$ cat src/rtl/core/fesg_pkg.sv
// ----------------------------------------------------------------------------
// fesg_pkg: shared types and constants of the filled ellipse span generator
// Widths of the datapath, reset values of the canvas registers, register
// indexes and the span record handed from the clipper to the output stage.
// ----------------------------------------------------------------------------
package fesg_pkg;

    localparam logic [5:0] MAX_VERT_RADIUS = 6'd63;
    localparam logic [8:0] MAX_CANVAS_DIM  = 9'd256;

    localparam logic [8:0] CANVAS_WIDTH_RESET  = 9'd128;
    localparam logic [8:0] CANVAS_HEIGHT_RESET = 9'd160;

    localparam int CFG_IDX_BITS = 2;
    localparam logic [CFG_IDX_BITS-1:0] CFG_CANVAS_WIDTH  = 2'd0;
    localparam logic [CFG_IDX_BITS-1:0] CFG_CANVAS_HEIGHT = 2'd1;

    // Shared multiplier operand and product widths.
    localparam int MUL_A_BITS = 18;
    localparam int MUL_B_BITS = 16;
    localparam int MUL_P_BITS = MUL_A_BITS + MUL_B_BITS;

    typedef struct packed {
        logic [7:0]  x_left;
        logic [7:0]  x_right;
        logic        span_visible;
        logic [7:0]  y_upper;
        logic        upper_visible;
        logic [7:0]  y_lower;
        logic        lower_visible;
        logic [15:0] fill_color;
        logic        last_span;
    } span_t;

endpackage

$ cat src/rtl/core/fesg_mul.sv
// ----------------------------------------------------------------------------
// fesg_mul: shared unsigned multiplier
// One registered product per cycle; the sequencer time-shares it for every
// square and cross product of the ellipse equation.
// ----------------------------------------------------------------------------
module fesg_mul (
    input  logic                          aclk,
    input  logic [fesg_pkg::MUL_A_BITS-1:0] op_a,
    input  logic [fesg_pkg::MUL_B_BITS-1:0] op_b,
    output logic [fesg_pkg::MUL_P_BITS-1:0] prod
);
    import fesg_pkg::*;

    logic [MUL_P_BITS-1:0] prod_reg;

    always_ff @(posedge aclk) begin
        prod_reg <= MUL_P_BITS'(op_a) * MUL_P_BITS'(op_b);
    end

    assign prod = prod_reg;

endmodule

$ cat src/rtl/core/fesg_clip.sv
// ----------------------------------------------------------------------------
// fesg_clip: span clipper
// Turns a center, half-width and row offset into a canvas-clipped span pair
// with its visibility flags.
// ----------------------------------------------------------------------------
module fesg_clip (
    input  logic signed [9:0]  center_x,
    input  logic signed [9:0]  center_y,
    input  logic [7:0]         half_width,
    input  logic [5:0]         row_offset,
    input  logic [8:0]         canvas_width,
    input  logic [8:0]         canvas_height,
    input  logic [15:0]        color,
    input  logic               last,
    output fesg_pkg::span_t    span
);
    import fesg_pkg::*;

    logic [8:0]         cw;
    logic [8:0]         ch;
    logic signed [11:0] cx_e;
    logic signed [11:0] cy_e;
    logic signed [11:0] half_e;
    logic signed [11:0] k_e;
    logic signed [11:0] cw_e;
    logic signed [11:0] ch_e;
    logic signed [11:0] lo;
    logic signed [11:0] hi;
    logic signed [11:0] lo_c;
    logic signed [11:0] hi_c;
    logic signed [11:0] yu;
    logic signed [11:0] yl;
    logic               sv;
    logic               uv;
    logic               lv;

    always_comb begin
        cw     = (canvas_width  > MAX_CANVAS_DIM) ? MAX_CANVAS_DIM : canvas_width;
        ch     = (canvas_height > MAX_CANVAS_DIM) ? MAX_CANVAS_DIM : canvas_height;
        cx_e   = {{2{center_x[9]}}, center_x};
        cy_e   = {{2{center_y[9]}}, center_y};
        half_e = {4'b0, half_width};
        k_e    = {6'b0, row_offset};
        cw_e   = {3'b0, cw};
        ch_e   = {3'b0, ch};

        lo   = cx_e - half_e;
        hi   = cx_e + half_e;
        lo_c = (lo < 12'sd0) ? 12'sd0 : lo;
        hi_c = (hi >= cw_e) ? (cw_e - 12'sd1) : hi;
        sv   = (cw != 9'd0) && (lo_c <= hi_c);

        yu = cy_e - k_e;
        yl = cy_e + k_e;
        uv = (yu >= 12'sd0) && (yu < ch_e);
        lv = (row_offset != 6'd0) && (yl >= 12'sd0) && (yl < ch_e);

        span.x_left        = sv ? lo_c[7:0] : 8'd0;
        span.x_right       = sv ? hi_c[7:0] : 8'd0;
        span.span_visible  = sv;
        span.y_upper       = uv ? yu[7:0] : 8'd0;
        span.upper_visible = uv;
        span.y_lower       = lv ? yl[7:0] : 8'd0;
        span.lower_visible = lv;
        span.fill_color    = color;
        span.last_span     = last;
    end

endmodule

$ cat src/rtl/core/filled_ellipse_span_generator_core.sv
// ----------------------------------------------------------------------------
// filled_ellipse_span_generator_core: filled ellipse span generator
// Each input beat is one ellipse; the block answers with h+1 span beats, one
// per row offset k = 0..h, each covering rows center_y-k and center_y+k and
// clipped to the canvas. The last beat carries last_span. One ellipse
// occupies the block through setup states S_SQ_H, S_SQ_W, S_HHWW, S_BASE
// and one S_EMIT per span beat, which waits while the output register is
// busy. Each row k >= 1 adds S_KK, S_KKWW, S_RHS and, per test of the
// half-width search (its decrements plus one), S_TEST, S_SQ_X, S_CMP; a
// test that finds the candidate already at zero passes S_TEST alone. All
// squares and cross products pass through the single multiplier, which sets
// this order. s_ready is low for the whole time. An output register holds
// the current span beat, so a new ellipse is taken while the last span still
// waits. The always-ready cfg channel writes the canvas registers.
// ----------------------------------------------------------------------------
module filled_ellipse_span_generator_core (
    input  logic                                aclk,
    input  logic                                aresetn,

    input  logic                                cfg_valid,
    output logic                                cfg_ready,
    input  logic [fesg_pkg::CFG_IDX_BITS-1:0]   cfg_index,
    input  logic [8:0]                          cfg_data,

    input  logic                                s_valid,
    output logic                                s_ready,
    input  logic signed [9:0]                   s_center_x,
    input  logic signed [9:0]                   s_center_y,
    input  logic [7:0]                          s_horizontal_radius,
    input  logic [5:0]                          s_vertical_radius,
    input  logic [15:0]                         s_color,

    output logic                                m_valid,
    input  logic                                m_ready,
    output logic [7:0]                          m_x_left,
    output logic [7:0]                          m_x_right,
    output logic                                m_span_visible,
    output logic [7:0]                          m_y_upper,
    output logic                                m_upper_visible,
    output logic [7:0]                          m_y_lower,
    output logic                                m_lower_visible,
    output logic [15:0]                         m_fill_color,
    output logic                                m_last_span
);
    import fesg_pkg::*;

    typedef enum logic [3:0] {
        S_IDLE,
        S_SQ_H,
        S_SQ_W,
        S_HHWW,
        S_BASE,
        S_EMIT,
        S_KK,
        S_KKWW,
        S_RHS,
        S_TEST,
        S_SQ_X,
        S_CMP
    } state_t;

    state_t             state_reg, state_next;
    logic [8:0]         cw_reg, cw_next;
    logic [8:0]         ch_reg, ch_next;
    logic signed [9:0]  cx_reg, cx_next;
    logic signed [9:0]  cy_reg, cy_next;
    logic [7:0]         w_reg, w_next;
    logic [5:0]         h_reg, h_next;
    logic [15:0]        color_reg, color_next;
    logic [11:0]        hh_reg, hh_next;
    logic [15:0]        ww_reg, ww_next;
    logic [27:0]        hhww_reg, hhww_next;
    logic [27:0]        rhs_reg, rhs_next;
    logic [5:0]         k_reg, k_next;
    logic [8:0]         x1_reg, x1_next;
    logic [7:0]         x0_reg, x0_next;
    logic signed [8:0]  step_reg, step_next;
    logic               m_valid_reg, m_valid_next;
    span_t              span_reg, span_next;

    logic [MUL_A_BITS-1:0] op_a;
    logic [MUL_B_BITS-1:0] op_b;
    logic [MUL_P_BITS-1:0] prod;
    span_t                 span_c;
    logic                  last_row;
    logic                  out_free;
    logic signed [10:0]    start_s;
    logic signed [9:0]     step_d;

    fesg_mul u_mul (
        .aclk (aclk),
        .op_a (op_a),
        .op_b (op_b),
        .prod (prod)
    );

    fesg_clip u_clip (
        .center_x      (cx_reg),
        .center_y      (cy_reg),
        .half_width    (x0_reg),
        .row_offset    (k_reg),
        .canvas_width  (cw_reg),
        .canvas_height (ch_reg),
        .color         (color_reg),
        .last          (last_row),
        .span          (span_c)
    );

    assign cfg_ready = 1'b1;
    assign s_ready   = (state_reg == S_IDLE);
    assign last_row  = (k_reg == h_reg);
    assign out_free  = !m_valid_reg || m_ready;

    // Search start for the next row: previous half-width minus previous step
    // plus one, never below zero.
    assign start_s = $signed({3'b0, x0_reg}) - $signed({{2{step_reg[8]}}, step_reg})
                     + 11'sd1;
    assign step_d  = $signed({2'b0, x0_reg}) - $signed({1'b0, x1_reg});

    // Operand selection for the shared multiplier.
    always_comb begin
        op_a = '0;
        op_b = '0;
        unique case (state_reg)
            S_SQ_H: begin
                op_a = MUL_A_BITS'(h_reg);
                op_b = MUL_B_BITS'(h_reg);
            end
            S_SQ_W: begin
                op_a = MUL_A_BITS'(w_reg);
                op_b = MUL_B_BITS'(w_reg);
            end
            S_HHWW: begin
                op_a = MUL_A_BITS'(hh_reg);
                op_b = prod[15:0];
            end
            S_KK: begin
                op_a = MUL_A_BITS'(k_reg);
                op_b = MUL_B_BITS'(k_reg);
            end
            S_KKWW: begin
                op_a = MUL_A_BITS'(prod[11:0]);
                op_b = ww_reg;
            end
            S_TEST: begin
                op_a = MUL_A_BITS'(x1_reg);
                op_b = MUL_B_BITS'(x1_reg);
            end
            S_SQ_X: begin
                op_a = prod[17:0];
                op_b = MUL_B_BITS'(hh_reg);
            end
            default: begin
                op_a = '0;
                op_b = '0;
            end
        endcase
    end

    always_comb begin
        state_next   = state_reg;
        cw_next      = cw_reg;
        ch_next      = ch_reg;
        cx_next      = cx_reg;
        cy_next      = cy_reg;
        w_next       = w_reg;
        h_next       = h_reg;
        color_next   = color_reg;
        hh_next      = hh_reg;
        ww_next      = ww_reg;
        hhww_next    = hhww_reg;
        rhs_next     = rhs_reg;
        k_next       = k_reg;
        x1_next      = x1_reg;
        x0_next      = x0_reg;
        step_next    = step_reg;
        span_next    = span_reg;
        m_valid_next = m_valid_reg;

        if (m_valid_reg && m_ready) begin
            m_valid_next = 1'b0;
        end

        if (cfg_valid) begin
            unique case (cfg_index)
                CFG_CANVAS_WIDTH:  cw_next = cfg_data;
                CFG_CANVAS_HEIGHT: ch_next = cfg_data;
                default: ;
            endcase
        end

        unique case (state_reg)
            S_IDLE: begin
                if (s_valid) begin
                    cx_next    = s_center_x;
                    cy_next    = s_center_y;
                    w_next     = s_horizontal_radius;
                    h_next     = (s_vertical_radius > MAX_VERT_RADIUS) ?
                                 MAX_VERT_RADIUS : s_vertical_radius;
                    color_next = s_color;
                    k_next     = 6'd0;
                    x0_next    = s_horizontal_radius;
                    step_next  = 9'sd0;
                    state_next = S_SQ_H;
                end
            end
            S_SQ_H: state_next = S_SQ_W;
            S_SQ_W: begin
                hh_next    = prod[11:0];
                state_next = S_HHWW;
            end
            S_HHWW: begin
                ww_next    = prod[15:0];
                state_next = S_BASE;
            end
            S_BASE: begin
                hhww_next  = prod[27:0];
                state_next = S_EMIT;
            end
            S_EMIT: begin
                if (out_free) begin
                    span_next    = span_c;
                    m_valid_next = 1'b1;
                    if (last_row) begin
                        state_next = S_IDLE;
                    end else begin
                        k_next     = k_reg + 6'd1;
                        x1_next    = start_s[10] ? 9'd0 : start_s[8:0];
                        state_next = S_KK;
                    end
                end
            end
            S_KK:   state_next = S_KKWW;
            S_KKWW: state_next = S_RHS;
            S_RHS: begin
                // k never exceeds h, so this never goes negative.
                rhs_next   = hhww_reg - prod[27:0];
                state_next = S_TEST;
            end
            S_TEST: begin
                if (x1_reg == 9'd0) begin
                    step_next  = step_d[8:0];
                    x0_next    = x1_reg[7:0];
                    state_next = S_EMIT;
                end else begin
                    state_next = S_SQ_X;
                end
            end
            S_SQ_X: state_next = S_CMP;
            S_CMP: begin
                if (prod > MUL_P_BITS'(rhs_reg)) begin
                    x1_next    = x1_reg - 9'd1;
                    state_next = S_TEST;
                end else begin
                    // A point inside the ellipse is never wider than w.
                    step_next  = step_d[8:0];
                    x0_next    = x1_reg[7:0];
                    state_next = S_EMIT;
                end
            end
            default: state_next = S_IDLE;
        endcase
    end

    always_ff @(posedge aclk) begin
        if (!aresetn) begin
            state_reg   <= S_IDLE;
            m_valid_reg <= 1'b0;
            cw_reg      <= CANVAS_WIDTH_RESET;
            ch_reg      <= CANVAS_HEIGHT_RESET;
        end else begin
            state_reg   <= state_next;
            m_valid_reg <= m_valid_next;
            cw_reg      <= cw_next;
            ch_reg      <= ch_next;
        end
        cx_reg    <= cx_next;
        cy_reg    <= cy_next;
        w_reg     <= w_next;
        h_reg     <= h_next;
        color_reg <= color_next;
        hh_reg    <= hh_next;
        ww_reg    <= ww_next;
        hhww_reg  <= hhww_next;
        rhs_reg   <= rhs_next;
        k_reg     <= k_next;
        x1_reg    <= x1_next;
        x0_reg    <= x0_next;
        step_reg  <= step_next;
        span_reg  <= span_next;
    end

    assign m_valid         = m_valid_reg;
    assign m_x_left        = span_reg.x_left;
    assign m_x_right       = span_reg.x_right;
    assign m_span_visible  = span_reg.span_visible;
    assign m_y_upper       = span_reg.y_upper;
    assign m_upper_visible = span_reg.upper_visible;
    assign m_y_lower       = span_reg.y_lower;
    assign m_lower_visible = span_reg.lower_visible;
    assign m_fill_color    = span_reg.fill_color;
    assign m_last_span     = span_reg.last_span;

endmodule
$ cat config.mk
export PLATFORM = sky130hd
export DESIGN_NAME = filled_ellipse_span_generator_core
export DESIGN_NICKNAME = d
export VERILOG_FILES = /design/src/rtl/core/fesg_pkg.sv /design/src/rtl/core/fesg_mul.sv /design/src/rtl/core/fesg_clip.sv /design/src/rtl/core/filled_ellipse_span_generator_core.sv
export SDC_FILE = /design/constraint.sdc
export NUM_CORES = 1
export LEC_CHECK = 0
export BUFFER_PORTS_ARGS = -buffer_cell sky130_fd_sc_hd__buf_4
export CORE_MARGIN = 5
export CORE_UTILIZATION = 45
export CTS_CLUSTER_DIAMETER = 30
export DETAILED_ROUTE_END_ITERATION = 6
export HOLD_SLACK_MARGIN = 0.1
export SYNTH_ARGS = -nofsm -noshare
export SYNTH_HDL_FRONTEND = slang
export SYNTH_SLANG_ARGS = --single-unit
$ cat constraint.sdc
create_clock -name aclk -period 7.7 [get_ports aclk]
set_input_delay 0 -clock aclk [delete_from_list [all_inputs] [get_ports aclk]]
set_output_delay 0 -clock aclk [all_outputs]
set_load 0.02 [all_outputs]
; ---- Word-level counts from Yosys, hierarchy flattened
; Index checks and enable logic that the tools add are counted.
[totals]
reg_bits = 275
latch_bits = 0
mem_bits_rw = 0
mem_bits_ro = 0
input_bits = 66
out_inout_bits = 55
wordCells = 124
n_memories = 0
[classes]
add_sub_neg = 11
multipliers = 1
n_div = 0
n_lt_le_gt_ge = 11
eq_ne = 19
shifts = 0
n_mux = 32
bitwise_logic = 0
n_reduce_logical = 23
[ops]
columns = cell, n
row1 = $pmux 18 s7, 1
row2 = $pmux 16 s7, 1
row3 = $mux 9, 9
row4 = $pmux 4 s12, 1
row5 = $gt 34x28->1, 1
row6 = $mul 18x16->34, 1
row7 = $sub 28x28->28, 1
row8 = $pmux 9 s3, 1
row9 = $ge 12x1->1 const B, 2
row10 = $lt 12x10->1, 2
row11 = $mux 12, 2
row12 = $mux 8, 3
row13 = $pmux 8 s3, 1
row14 = $gt 9x9->1 const B, 2
row15 = $mux 6, 3
row16 = $pmux 9 s2, 1
row17 = $eq 4x3->1 const B, 4
row18 = $eq 4x4->1 const B, 4
row19 = $mux 4, 4
row20 = $ge 12x10->1, 1
row21 = $le 12x12->1, 1
row22 = $lt 12x1->1 const B, 1
row23 = $ne 2x2->1 const B, 6
row24 = $pmux 6 s2, 1
row25 = other kinds (29), 43

; ---- Longest topological paths before layout
; Gate-level depths: netlist (run 1).
[logic_depth]
ltp_word = 6
ltp_mapped = 31
mapped_depth_nobuf = 29

; ---- Hierarchy
; A second synthesis (run 1) with hierarchy kept.
[hier_totals]
cells_unflattened = 2531
hier_area_um2 = 25220.4
[by_module_without_submodules]
columns = mod, n_inst, cells_per_inst, area_each_um2, seq_area_each_um2
row1 = filled_ellipse_span_generator_core, 1, 940, 11663.7, 7006.7
row2 = fesg_mul, 1, 1157, 10329.9, 680.7
row3 = fesg_clip, 1, 434, 3226.8, 0.0

; ---- Worst setup path before layout (run 1)
; No wires, ideal clock.
[synth_path]
kind = register -> register
from = reg state_reg[3]
to = reg u_mul.prod_reg[25] (netlist: u_mul.prod[25])
setup_ns = 0.121
arrival_ns = 7.492
t_required_ns = 7.579
slack_ns = 0.087
path_stages_with_launch = 27
n_path_buf = 3
period_less_slack_ns = 7.613
cell_sequence = dfxtp_1 clkbuf_1 nor3_1 a22oi_1 nand2_1 clkbuf_1 nand2_1 fa_1 inv_1 fa_1 fa_1 fa_1 fa_1 inv_1 fa_1 inv_1 ha_1 clkbuf_1 a21oi_1 o21ai_0 and3_1 nor4b_1 o31ai_1 nand2_1 nor2_1 or2_2 xor2_1
[synth_via]
elab_chain_cells = 3
elab_cells_between_ends = 10
classes_between = mul (1) / eq/ne (7) / mux (2)
[synth_lines]
columns = element, line
row1 = from (decl), filled_ellipse_span_generator_core.sv:62  ; state_t state_reg, state_next;
row2 = from (signal assigned), filled_ellipse_span_generator_core.sv:272  ; state_reg <= state_next;
row3 = "$eq 4x4->1, or another cell as far along", filled_ellipse_span_generator_core.sv:124  ; unique case (state_reg)
row4 = $pmux 18 s7 or $pmux 16 s7 (tied branches), filled_ellipse_span_generator_core.sv:124
row5 = $mul 18x16->34 (*), fesg_mul.sv:17  ; prod_reg <= MUL_P_BITS'(op_a) * MUL_P_BITS'(op_b);
row6 = to (signal assigned), fesg_mul.sv:17
row7 = to (decl), fesg_mul.sv:14  ; logic [MUL_P_BITS-1:0] prod_reg;
; Mark *: on every way between the ends. The rest lies on a longest branch, timed or not.
; A chain may end at the register's enable or synchronous reset.

; ---- Worst setup path in the final report (run 1)
[layout_path]
from = reg state_reg[0]
to = reg u_mul.prod_reg[30] (netlist: u_mul.prod[30])
; Same word-level chain as after synthesis.

==> out/qor.txt, run 1 <==
Setup-failing EPs final: 0
Core ar.: 52600 um2
DP Worst Slack: 0.212 ns
total power: 6.10 mW
largest net degree at the start of global routing: 53
Hold Worst Slack: 0.133 ns
number of synthesized flops with an enable pin: 218
post-detail-place hpwl: 51100 um
non-filler cells, final: 3482
clk_lat worst skew: 0.63 ns
number of flip-flops in the largest register: 34
area grow syn2layout: 25.9%
Yosys Warn Count: 0
Initial DRT Pass Iterations: 6
fin crit share: 95.8%
setup TNS: 0 ns
data required time of the worst path: 8.22 ns
Max-cap violations: 0
DR vias/cell: 5.23
Placed Area: 26200 um2
critical path's slowest cell: fa_1
Post-Syn Area: 23800 um2
number of port buffers: 119
Synth Instances: 2365
Yosys reg bits: 275
drt first-iter violations: 1230
DR WL/cell: 18.7 um
kind of critical path: reg2reg
initial antenna violation count: 3
Yosys cell types: 78
crit end category: flop
Num CTS Buffers: 78
final routed DRC violation total: 0
startpoint types: flop
HP Class: in2reg
placed insts: 3224
vias in the first global route: 19200
sequential element share of the synthesized area: 32.3%
area of the multi-input gates: 14700 um2
Slew Viols, Final: 0
CTS Buffer Depth: 3
outcome: completed
Register Area: 7690 um2
TritonCTS Sinks: 275
Post-synth top flop: edfxtp_1
H-tree levels: 3
Fin. Hold Viols: 0
layout cells sized above 1: 14.5%
GPL Wtd Cong: 0.932
CTS Root Cell: clkbuf_16
Worst Clk Skew: 0.0590 ns
chip height: 240 um
first-pass GRT wire length: 104000 um
DRT antenna net count: 0
peak supply drop: 0.145 mV
P per Cell Area: 203 nW/um2
Initial Util: 45.4%
via count: 18200
slowest stage delay, CP: 0.55 ns
Final Critical Period: 7.38 ns
die area: 57700 um2
final instance area: 30000 um2
num ports: 121
Synth top area share: 27.5%
Final WS setup: 0.322 ns
num rows: 84
Die W: 240 um
Max FO, Critical Path: 9
CTS clk-pin slew, worst paths: 0.04 ns
top cells by area, synth: edfxtp_1 27%, fa_1 19%, ha_1 13%
Data arrival, critical path: 7.90 ns
Final #Nets: 3276
synthesized area per cell: 10.1 um2
CTS tree: done
Synth area leader: edfxtp_1
Slew Limit Headroom: 22.8%
Achievable Freq: 0.136 GHz
DRT Wirelength: 65200 um
worst slew pin tran: 1.16 ns
most frequent CP cell: fa_1
Post-synth ARST share: 0%
fin util: 57.1%
Pleak: 13.6 nW
grt ovf: 0
Total Routing Usage GR: 22.9%
fill cell count: 4519
## worst max-delay path: cells and delay by family (launching register included)
family | cells | cell delay (ns)
adders and majority gates | 7 | 3.43
AOI/OAI and AO/OA | 4 | 0.86
xor gates and xnor gates | 1 | 0.12
buffers and inverters | 8 | 0.88
and+or+nand+nor | 8 | 1.61
DFF | 1 | 0.38
## cell type report
class                      instances  share of cell area (%)
antenna                            1                 0.00834
clock buffer                      97                    6.95
clock inverter                    49                    1.78
inverter                         379                    4.74
multi-input combinational       1665                    48.9
sequential                       275                    25.6
tap                              688                    2.87
timing repair buffer             328                    9.15
## per-layer routing
layer  share of wire [%]  up-vias  track usage, %
met5                   0        -               0
met4                 2.5        0            7.31
met3                 7.5      117            4.60
met2                  45      625            35.9
met1                  45     8871            32.2
li1                    -     8599               -
## timing repair
item | in CTS | in global routing
endpoints found under the setup margin | 0 | 10
hold endpoints to repair | 120 | 0
hold buffers | 103 | 0
resized for setup | 0 | 24
setup buffers | 0 | 8
## layout by cell type, fill, tap and decap left out, types with 55 or more instances in the layout
cell / count
a21oi_1: 86
nand2_1: 215
a21o_1: 57
clkbuf_16: 79
inv_1: 376
o21ai_0: 60
edfxtp_1: 218
xnor2_1: 80
ha_1: 254
fa_1: 229
dfxtp_1: 55
nor2_1: 217
buf_4: 223
dlygate4sd3_1: 103
## path summary, 6_finish.rpt
kind	cells past startpoint	slack [ns]	to	from
worst max-delay path	28	0.32	u_mul.prod[30]$_DFF_P_	state_reg[0]$_SDFFE_PN0P_
worst min-delay path	2	0.13	color_reg[9]$_DFFE_PP_	s_color[9]
worst max register to register	28	0.32	u_mul.prod[30]$_DFF_P_	state_reg[0]$_SDFFE_PN0P_
worst min register to register	0	0.38	m_fill_color[14]$_DFFE_PP_	color_reg[14]$_DFFE_PP_
## synth_stat cells, types with 16 or more instances
cell	number
nor2b_1	53
a21o_1	57
ha_1	254
nor2_1	219
nand2_1	215
dfxtp_1	57
nor3_1	37
a22oi_1	22
nand3_1	28
fa_1	229
nand2b_1	36
mux2i_1	23
nand4_1	20
xnor2_1	80
edfxtp_1	218
o21bai_1	16
xor2_1	36
o21ai_0	64
a21oi_1	86
clkbuf_1	61
inv_1	377
## power breakdown
group	internal, mW	switching (mW)
combinational	0.500	0.653
sequential	1.72	0.0764
clock	2.10	1.04
total	4.33	1.77
## kinds of logic after synthesis
kind of cell,after synthesis,synth area share [%]
flops,275,32.3
mux,24,1.01
simple gates,673,12.9
fa+ha+maj,483,32.6
buf+inv,448,7.09
compound gates,344,9.83
other cells,2,0.0315
xor+xnor,116,4.26
(Power assumes the default switching activity.)
==> run 2, diff against run 1 <==
SYNTH_HIERARCHICAL = 1   (was not set)
==> run 2 against run 1 <==
- first-iteration DRC count up 3.3%
- clock power down 20%
- cell area down 0.18%
- sequential cell count unchanged
- non-clock buffer count down 56
- maximum frequency up 0.83%
- power down 10%
- synthesized cell count up 7.0%
- via count up 4.6%
- largest cell class unchanged
- largest power group unchanged
- highest routed layer unchanged
==> out/qor.txt, run 2 <==
data required time of the worst path: 8.15 ns (was 8.22 ns)
commonest cells in the netlist: 395 x inv_1, 254 x nand2_1, 252 x ha_1 (was 377 x inv_1, 254 x ha_1, 229 x fa_1)
CTS Buffer Depth: 3 (unchanged)
first-pass GRT wire length: 107000 um (was 104000 um)
largest net degree at the start of global routing: 53 (unchanged)
TritonCTS Sinks: 275 (unchanged)
num ports: 121 (unchanged)
commonest non-fill, non-tap cell in the layout: inv_1 (unchanged)
Pleak: 13.5 nW (was 13.6 nW)
vias in the first global route: 19800 (was 19200)
total power: 5.49 mW (was 6.10 mW)
P per Cell Area: 183 nW/um2 (was 203 nW/um2)
reg-to-reg endpoint: u_mul/prod[32]$_DFF_P_ (was u_mul.prod[30]$_DFF_P_)
final routed DRC violation total: 0 (unchanged)
kind of critical path: reg2reg (unchanged)
Synth top area share: 26.0% (was 27.5%)
Max-cap violations: 0 (unchanged)
H-tree levels: 2 (was 3)
Post-Syn Area: 25200 um2 (was 23800 um2)
worst slew pin tran: 0.893 ns (was 1.16 ns)
CTS clk-pin slew, worst paths: 0.05 ns (was 0.04 ns)
num rows: 86 (was 84)
fin util: 54.2% (was 57.1%)
number of flip-flops in the largest register: 34 (unchanged)
number of synthesized flops with an enable pin: 218 (unchanged)
synthesized area per cell: 9.96 um2 (was 10.1 um2)
crit-path cells: nor2b_2 > and2_0 > a21oi_1 > o21ai_1 > a221o_2 > nand2_1 > fa_1 > inv_1 > fa_1 > inv_1 > fa_1 > inv_1 > fa_1 > fa_1 > inv_1 > fa_1 > inv_1 > ha_1 > or2_2 > a31oi_1 > o21ai_0 > a2111oi_2 > o31ai_1 > xor2_1
Hold Crit Depth: 2 (unchanged)
setup TNS: 0 ns (unchanged)
slowest stage delay, CP: 0.56 ns (was 0.55 ns)
Post-synth ARST share: 0% (unchanged)
most frequent CP cell: fa_1 (unchanged)
most frequent cell after synthesis: inv_1 (unchanged)
peak supply drop: 0.196 mV (was 0.145 mV)
Synth Instances: 2531 (was 2365)
CTS Root Cell: clkbuf_16 (unchanged)
CTS tree: done (unchanged)
Yosys Warn Count: 6 (was 0)
initial antenna violation count: 1 (was 3)
WHS Endpoint: cx_reg[9]$_DFFE_PP_ (was color_reg[9]$_DFFE_PP_)
Post-synth top flop: edfxtp_1 (unchanged)
Synth Net Count: 3078
reg2reg start: state_reg[1]$_SDFFE_PN0P_ (was state_reg[0]$_SDFFE_PN0P_)
DRT Wirelength: 66100 um (was 65200 um)
Yosys reg bits: 275 (unchanged)
Initial DRT Pass Iterations: 5 (was 6)
number of port buffers: 119 (unchanged)
die area: 60900 um2 (was 57700 um2)
unrepaired setup endpoints after global routing: false
clk_lat worst skew: 0.59 ns (was 0.63 ns)
DR vias/cell: 5.37 (was 5.23)
DR WL/cell: 18.6 um (was 18.7 um)
outcome: completed (unchanged)
most frequent cells in the layout: 392 x inv_1, 252 x nand2_1, 252 x ha_1 (was 376 x inv_1, 254 x ha_1, 229 x fa_1)
Slew Limit Headroom: 40.0% (was 22.8%)
chip height: 247 um (was 240 um)
Core ar.: 55300 um2 (was 52600 um2)
HP Class: in2reg (unchanged)
Data arrival, critical path: 7.77 ns (was 7.90 ns)
DRT antenna net count: 0 (unchanged)
grt ovf: 0 (unchanged)
CP bufs+invs: 5 (was 8)
top cells by area, synth: edfxtp_1 26%, fa_1 18%, ha_1 13% (was edfxtp_1 27%, fa_1 19%, ha_1 13%)
Synth area leader: edfxtp_1 (unchanged)
post-detail-place hpwl: 50700 um (was 51100 um)
Die W: 247 um (was 240 um)
r2r setup slk: 0.38 ns (was 0.32 ns)
Fin. Hold Viols: 0 (unchanged)
cells on worst reg2reg path: 24 (was 28)
GPL Wtd Cong: 0.929 (was 0.932)
startpoint types: flop (unchanged)
CP top delay family: adder cells (unchanged)
critical path's slowest cell: fa_1 (unchanged)
fin crit share: 95.0% (was 95.8%)
Hold Worst Slack: 0.146 ns (was 0.133 ns)
crit end category: flop (unchanged)
Worst Clk Skew: 0.0387 ns (was 0.0590 ns)
drt first-iter violations: 1271 (was 1230)
Max FO, Critical Path: 11 (was 9)
via count: 19100 (was 18200)
Initial Util: 45.6% (was 45.4%)
Achievable Freq: 0.137 GHz (was 0.136 GHz)
layout cells sized above 1: 14.0% (was 14.5%)
Total Routing Usage GR: 21.7% (was 22.9%)
sequential element share of the synthesized area: 30.5% (was 32.3%)
Final #Nets: 3298 (was 3276)
Slew Viols, Final: 0 (unchanged)
Final Critical Period: 7.32 ns (was 7.38 ns)
Num CTS Buffers: 59 (was 78)
Yosys cell types: 97 (was 78)
Worst Hold Launch: s_center_x[9] (was s_color[9])
Setup-failing EPs final: 0 (unchanged)
area grow syn2layout: 18.8% (was 25.9%)
run 2: cell count changes after synthesis, sizes merged, moves of 19 or more:
| cell | change |
|---|---|
| and2 | +127 |
| nor2 | -126 |
| nand2 | +40 |
| buf | +31 |
| a21oi | +30 |
| xnor2 | -19 |
run 2: worst max-delay path by stage:
stage | startpoint | end | slack [ns] | cells past startpoint
2_1_floorplan | state_reg[0]$_SDFFE_PN0P_ | u_mul/prod[18]$_DFF_P_ | 0.09 | 28
3_3_place_gp | state_reg[2]$_SDFFE_PN0P_ | u_mul/prod[32]$_DFF_P_ | 0.29 | 23
3_5_place_dp | state_reg[1]$_SDFFE_PN0P_ | u_mul/prod[32]$_DFF_P_ | 0.13 | 21
4_1_cts | state_reg[1]$_SDFFE_PN0P_ | u_mul/prod[32]$_DFF_P_ | 0.11 | 21
5_1_grt | state_reg[1]$_SDFFE_PN0P_ | u_mul/prod[32]$_DFF_P_ | 0.009 | 24
6_report | state_reg[1]$_SDFFE_PN0P_ | u_mul/prod[32]$_DFF_P_ | 0.38 | 24
run 2: repair_timing:
action / CTS / global route
setup endpoints to repair: 0 / 16
resized for setup: 0 / 23
hold buffers: 70 / 0
setup buffers: 0 / 0
endpoints found under the hold margin: 92 / 0
run 2: per-stage QoR:
stage / instances / worst slack (ns) / cell area, um2
3_3_place_gp: 3368 / 0.294 / 27200
5_1_grt: 3551 / 0.00856 / 30000
4_1_cts: 3550 / 0.107 / 29900
3_5_place_dp: 3368 / 0.128 / 27200
6_report: 3551 / 0.383 / 30000
2_1_floorplan: 2531 / 0.0888 / 25200
run 2: final cells by class:
class                           instances  area (um2)
Sequential cell                       275        7690
Clock inverter                         38         374
Antenna cell                            1        2.50
Tap cell                              748         936
Fill cell                            4975       25400
Clock buffer                           74        1660
Multi-Input combinational cell       1747       15600
Timing Repair Buffer                  272        2220
Inverter                              396        1490
run 2: per-layer routing:
| layer | global-route usage [%] | wire (um) |
|---|---|---|
| met2 | 36.9 | 31400 |
| met1 | 29.5 | 29600 |
| met4 | 5.23 | 1570 |
| met3 | 3.18 | 3580 |
| met5 | 0 | 0 |
run 2: logic make-up (layout without fill, tap and decap cells):
family	count (synthesis)	after routing	synth area share [%]
and+or+nand+nor	724	724	14.7
buffers and inverters	509	780	8.05
adders and majority gates	481	481	30.7
AOI/OAI and AO/OA	421	421	11.7
DFF	275	275	30.5
xor gates and xnor gates	93	93	3.23
muxes	27	27	1.15
other	1	2	0.0149
run 2: report_power, final:
part	switching, mW	total (mW)	internal [mW]	leakage (nW)
sequential	0.0829	1.80	1.72	2.47
clock	0.859	2.53	1.67	0.998
combinational	0.675	1.16	0.482	10.1
total	1.62	5.49	3.87	13.5
